<file path="src/hw/rtl/lpc_pkg.sv">
// Shared types and constants for the leader point clustering block.
// No dependencies; used by lpc_cell and leader_point_clustering_top.

package lpc_pkg;

   // seed store size
   localparam int MAX_SEEDS = 64;

   // field widths
   localparam int COORD_W = 12;
   localparam int ID_W    = 6;
   localparam int LIMIT_W = 26;
   localparam int MAG_W   = COORD_W;
   localparam int SQ_W    = 2 * MAG_W;
   localparam int SUM_W   = SQ_W + 2;

   // seed index and seed count widths
   localparam int IDX_W = (MAX_SEEDS > 1) ? $clog2(MAX_SEEDS) : 1;
   localparam int CNT_W = $clog2(MAX_SEEDS + 1);

   // squared join distance after reset: a radius of 0.5 m
   localparam logic [LIMIT_W-1:0] LIMIT_RESET = LIMIT_W'(250000);

   // one point travelling down the seed chain
   typedef struct packed {
      logic                      valid;
      logic                      done;   // point has found or started its cluster
      logic                      seed;   // point was stored as a new seed
      logic signed [COORD_W-1:0] x;
      logic signed [COORD_W-1:0] y;
      logic signed [COORD_W-1:0] z;
      logic [IDX_W-1:0]          idx;    // index of the cell being visited or claimed
      logic [CNT_W-1:0]          left;   // stored seeds not yet compared
   } lpc_token_type;

   // cluster number is the seed index, low bits
   function automatic logic [ID_W-1:0] to_cluster_id(input logic [IDX_W-1:0] idx);
      to_cluster_id = ID_W'(idx);
   endfunction

endpackage

</file>
<file path="src/hw/rtl/lpc_cell.sv">
// One seed cell of the clustering chain: holds one seed and compares passing points.
// Depends on lpc_pkg for the token type and widths.

module lpc_cell
   import lpc_pkg::*;
(
   input  logic                clock,
   input  logic                reset,
   input  logic [LIMIT_W-1:0]  limit,
   input  lpc_token_type       tok_in,
   output lpc_token_type       tok_out
);

   logic signed [COORD_W-1:0] seed_x_ff;
   logic signed [COORD_W-1:0] seed_y_ff;
   logic signed [COORD_W-1:0] seed_z_ff;
   logic                      seed_we;

   lpc_token_type             a_ff;
   lpc_token_type             a_in;
   logic [SQ_W-1:0]           sq_x_ff;
   logic [SQ_W-1:0]           sq_y_ff;
   logic [SQ_W-1:0]           sq_z_ff;
   logic [SQ_W-1:0]           sq_x_in;
   logic [SQ_W-1:0]           sq_y_in;
   logic [SQ_W-1:0]           sq_z_in;

   lpc_token_type             b_ff;
   lpc_token_type             b_in;
   logic [SUM_W-1:0]          dist_sq;
   logic                      hit;

   function automatic logic [MAG_W-1:0] abs_diff(input logic signed [COORD_W-1:0] a,
                                                 input logic signed [COORD_W-1:0] b);
      logic signed [COORD_W:0] d;
      logic [COORD_W:0]        m;
      d = {a[COORD_W-1], a} - {b[COORD_W-1], b};
      m = d[COORD_W] ? 13'(-d) : 13'(d);
      abs_diff = m[MAG_W-1:0];
   endfunction

   // stage A: square the per-axis distance to this cell's seed
   always_comb begin
      logic [MAG_W-1:0] mx;
      logic [MAG_W-1:0] my;
      logic [MAG_W-1:0] mz;
      mx      = abs_diff(tok_in.x, seed_x_ff);
      my      = abs_diff(tok_in.y, seed_y_ff);
      mz      = abs_diff(tok_in.z, seed_z_ff);
      sq_x_in = mx * mx;
      sq_y_in = my * my;
      sq_z_in = mz * mz;
      a_in    = tok_in;
   end

   // stage B: sum, compare, and decide join, store or pass
   assign dist_sq = SUM_W'(sq_x_ff) + SUM_W'(sq_y_ff) + SUM_W'(sq_z_ff);
   assign hit     = (dist_sq <= SUM_W'(limit));

   always_comb begin
      b_in    = a_ff;
      seed_we = 1'b0;
      if (a_ff.valid && !a_ff.done) begin
         if (a_ff.left != '0) begin
            if (hit) begin
               b_in.done = 1'b1;
            end else begin
               b_in.left = a_ff.left - 1'b1;
               b_in.idx  = a_ff.idx + 1'b1;
            end
         end else begin
            // first free cell: take the point as a new seed
            b_in.done = 1'b1;
            b_in.seed = 1'b1;
            seed_we   = 1'b1;
         end
      end
   end

   // seed registers, written only when a point claims this cell
   always_ff @(posedge clock) begin
      if (seed_we) begin
         seed_x_ff <= a_ff.x;
         seed_y_ff <= a_ff.y;
         seed_z_ff <= a_ff.z;
      end
   end

   // advance the point one stage per cycle, drop it at reset
   always_ff @(posedge clock) begin
      if (reset) begin
         a_ff <= '0;
         b_ff <= '0;
      end else begin
         a_ff <= a_in;
         b_ff <= b_in;
      end
   end

   // hold the squared distances beside the point
   always_ff @(posedge clock) begin
      sq_x_ff <= sq_x_in;
      sq_y_ff <= sq_y_in;
      sq_z_ff <= sq_z_in;
   end

   assign tok_out = b_ff;

endmodule

</file>
<file path="config.mk">
export PLATFORM = sky130hd
export DESIGN_NAME = lpc_cell
export DESIGN_NICKNAME = d
export VERILOG_FILES = /design/src/hw/rtl/lpc_pkg.sv /design/src/hw/rtl/lpc_cell.sv
export SDC_FILE = /design/constraint.sdc
export NUM_CORES = 1
export LEC_CHECK = 0
export BUFFER_PORTS_ARGS = -buffer_cell sky130_fd_sc_hd__buf_2
export CAP_MARGIN = 25
export CORE_MARGIN = 10
export CORE_UTILIZATION = 30
export DETAILED_ROUTE_END_ITERATION = 6
export GPL_TIMING_DRIVEN = 1
export HOLD_SLACK_MARGIN = 0.02
export PLACE_DENSITY = 0.55
export SLEW_MARGIN = 25
export SYNTH_ARGS = -nofsm -noshare
export SYNTH_HDL_FRONTEND = slang
export SYNTH_SLANG_ARGS = --single-unit
</file>
<file path="constraint.sdc">
create_clock -name clock -period 12.95 [get_ports clock]
set_clock_uncertainty 0.05 [all_clocks]
set_input_delay 2.59 -clock clock [delete_from_list [all_inputs] [get_ports clock]]
set_output_delay 2.59 -clock clock [all_outputs]
set_load 0.01 [all_outputs]
</file>
==> qor.txt <==
Sink Count: 209
Core region area: 0.07039 mm2
DP HPWL: 40.69 mm
Port bufs: 131
Core Rows: 97
Commonest cells in the netlist: inv_1, fa_1, ha_1, nor2_1, dfxtp_1
DR iter-0 viols: 593
Synthesized cell area: 0.02141 mm2
Routed WL: 48.67 mm
Sequential-to-total area share from yosys stat: 21.23%
Initial antenna violation count: 5
Slew headroom: 34.28%
Placed Area: 0.02326 mm2
Die Ht: 287.1 um
Status: finished clean
Postcts setup bufs: 0
Ys flop type: dfxtp_1
Via count of the routed design: 15090
Critical path's slowest cell: a2111oi_0
Syn_area_per_cell: 9.242 um2
Element type at the critical path start: input pin
Clk root buf: clkbuf_16
Yosys reg bits: 209
Min cycle time layout: 10790 ps
Worst hold path type: reg2reg
Synth top area share: 24.69%
Setup total negative slack: 0 ps
Vias in the first global route: 15850
Vias per cell: 4.412
Reg2Reg Launch Point: seed_x_ff[0]$_DFFE_PP_
Top cell type by total area after synthesis: fa_1
Reg2reg end: sq_x_ff[23]$_DFF_P_
RSZ-0062 raised after global routing: no
Die X: 287.1 um
Clk_lat worst skew: 570 ps
Gate Count Post-Synth: 2316
Setup-failing EPs final: 0
Asr flop ratio synth: 0%
Global-route wire length before repair: 81.47 mm
CTS Buf Count: 25
Actual slew at the worst max-slew pin: 978.8 ps
Die area: 0.08244 mm2
Clk slew on worst S/H paths: 60 ps
Drc violations: 0
Crit Path Category: in2reg
Hold Fails Final Rpt: 0
Share of cells above drive strength 1: 9.919%
Post_cts resized: 0
Hold path endpoint: seed_x_ff[0]$_DFFE_PP_
Routed len/inst: 14.23 um
Hold_buf cts: 0
Hold-critical path depth: 0
Final Instance Area: 0.02411 mm2
HP Start: a_ff[37]$_SDFF_PP0_
CTS H-tree lvls: 1
R2R Setup Slk: 3950 ps
Fill cells: 7345
Largest net degree at the start of global routing: 72
Reg2Reg Depth: 31
Routed Antenna Nets: 0
First-pass detailed-route iteration total: 5
Critical Path End Type: register
Clock Path Buffers: 3
Critical-path maximum fanout: 9
Worst EP required: 13400 ps
Most frequent cell on the critical path: fa_1
Max cap viols: 0
# IOs: 132
Area delta synth->final: 12.61%
CTS tree: yes
Fmax: 92.69 MHz
Critical Path Max Stage Delay: 710 ps
Gpl congestion: 0.8275
Final Slew Violations: 0
Top-count cell post-synth: inv_1
Library cells used by synthesis: 89
Warnings from Yosys: 0
EDFF count, synth: 36
Crit path DAT: 11240 ps
Largest cells by area after synthesis: fa_1, dfxtp_1, ha_1, inv_1, edfxtp_1
Period utilisation layout: 83.31%
Total grt overflow: 0
Final #Nets: 3057
Initial Util: 30.41%
All-Layer GR Usage: 12.00%
## layout by cell type, fill, tap and decap left out, types with 9 or more instances in the layout
master	instances
nand4_1	10
clkbuf_16	26
nor3_1	22
nor2b_1	104
buf_2	130
xor2_1	39
dfxtp_1	173
or3_1	15
fa_1	264
nor2_1	237
o31ai_1	11
edfxtp_1	36
a21oi_1	84
o21bai_1	11
inv_1	468
a31oi_1	10
and3_1	9
o21a_1	27
mux2i_1	9
nand2b_1	34
buf_4	22
or2_2	12
nand3_1	17
xnor2_1	91
ha_1	252
o21ai_0	50
nand2_1	107
a21o_1	43
## state kept, by name, summed over array words and instances (netlist names)
register	cells
a_ff	52
seed_x_ff	12
seed_y_ff	12
seed_z_ff	12
sq_x_ff	23
sq_y_ff	23
sq_z_ff	23
tok_out	52
## routing by layer
layer	up-vias	part of all wire, %	global-route usage, %	wire [um]
met3	52	3.1	1.494	1509
met2	185	45	19.50	21790
li1	7671	-	-	-
met5	-	0.037	0	18
met4	4	2.0	2.893	965
met1	7180	50	16.70	24390
## worst max-delay path, delay by kind of cell
kind | cells | cell delay, ps
fa+ha+maj | 8 | 3150
simple gates | 5 | 800
buf+inv | 6 | 750
compound gates | 12 | 3250
xor+xnor | 2 | 710
## worst max-delay path by stage
stage	from	end	slack, ps	cells after the start
floorplan	tok_in[25]	sq_y_ff[23]$_DFF_P_	2360	31
global placement	tok_in[37]	sq_x_ff[23]$_DFF_P_	1800	35
detailed placement	tok_in[37]	sq_x_ff[23]$_DFF_P_	1610	33
CTS	tok_in[37]	sq_x_ff[23]$_DFF_P_	2240	33
global route	tok_in[37]	sq_x_ff[23]$_DFF_P_	1550	33
finish	tok_in[37]	sq_x_ff[23]$_DFF_P_	2160	33
## layout make-up
cell class / count / area, um2 / share of cell area [%]
well taps: 940 / 1176 / 4.879
repair buffers: 152 / 815.8 / 3.384
inverters: 478 / 1794 / 7.443
multi-input cells: 1595 / 14930 / 61.94
flip-flops and latches: 209 / 4544 / 18.85
diodes: 1 / 2.502 / 0.01038
clock buffers: 30 / 675.6 / 2.803
clock inverters: 16 / 165.2 / 0.6851
## cells by family after synthesis
group	Yosys count	share of synthesized area, %
flip-flops	209	21.23
multiplexers	15	0.7365
XOR/XNOR	132	5.524
other	2	0.03508
AO/OA/AOI/OAI	315	10.00
buffers and inverters	513	9.037
AND/OR/NAND/NOR	614	14.02
adder cells (fa/ha/maj)	516	39.42
## metrics by stage
stage	worst slack [ps]	hold slack, ps	utilization, %	instances
2_1_floorplan	2364	350.5	-	2317
3_3_place_gp	1797	352.6	33.05	3374
3_5_place_dp	1611	354.9	33.05	3374
4_1_cts	2236	370.9	34.24	3420
5_1_grt	1554	383.0	34.24	3421
6_report	2162	369.9	34.24	3421
Power is not shown: default switching activity piles up to over one toggle a cycle in this logic, so the estimate is an artifact.
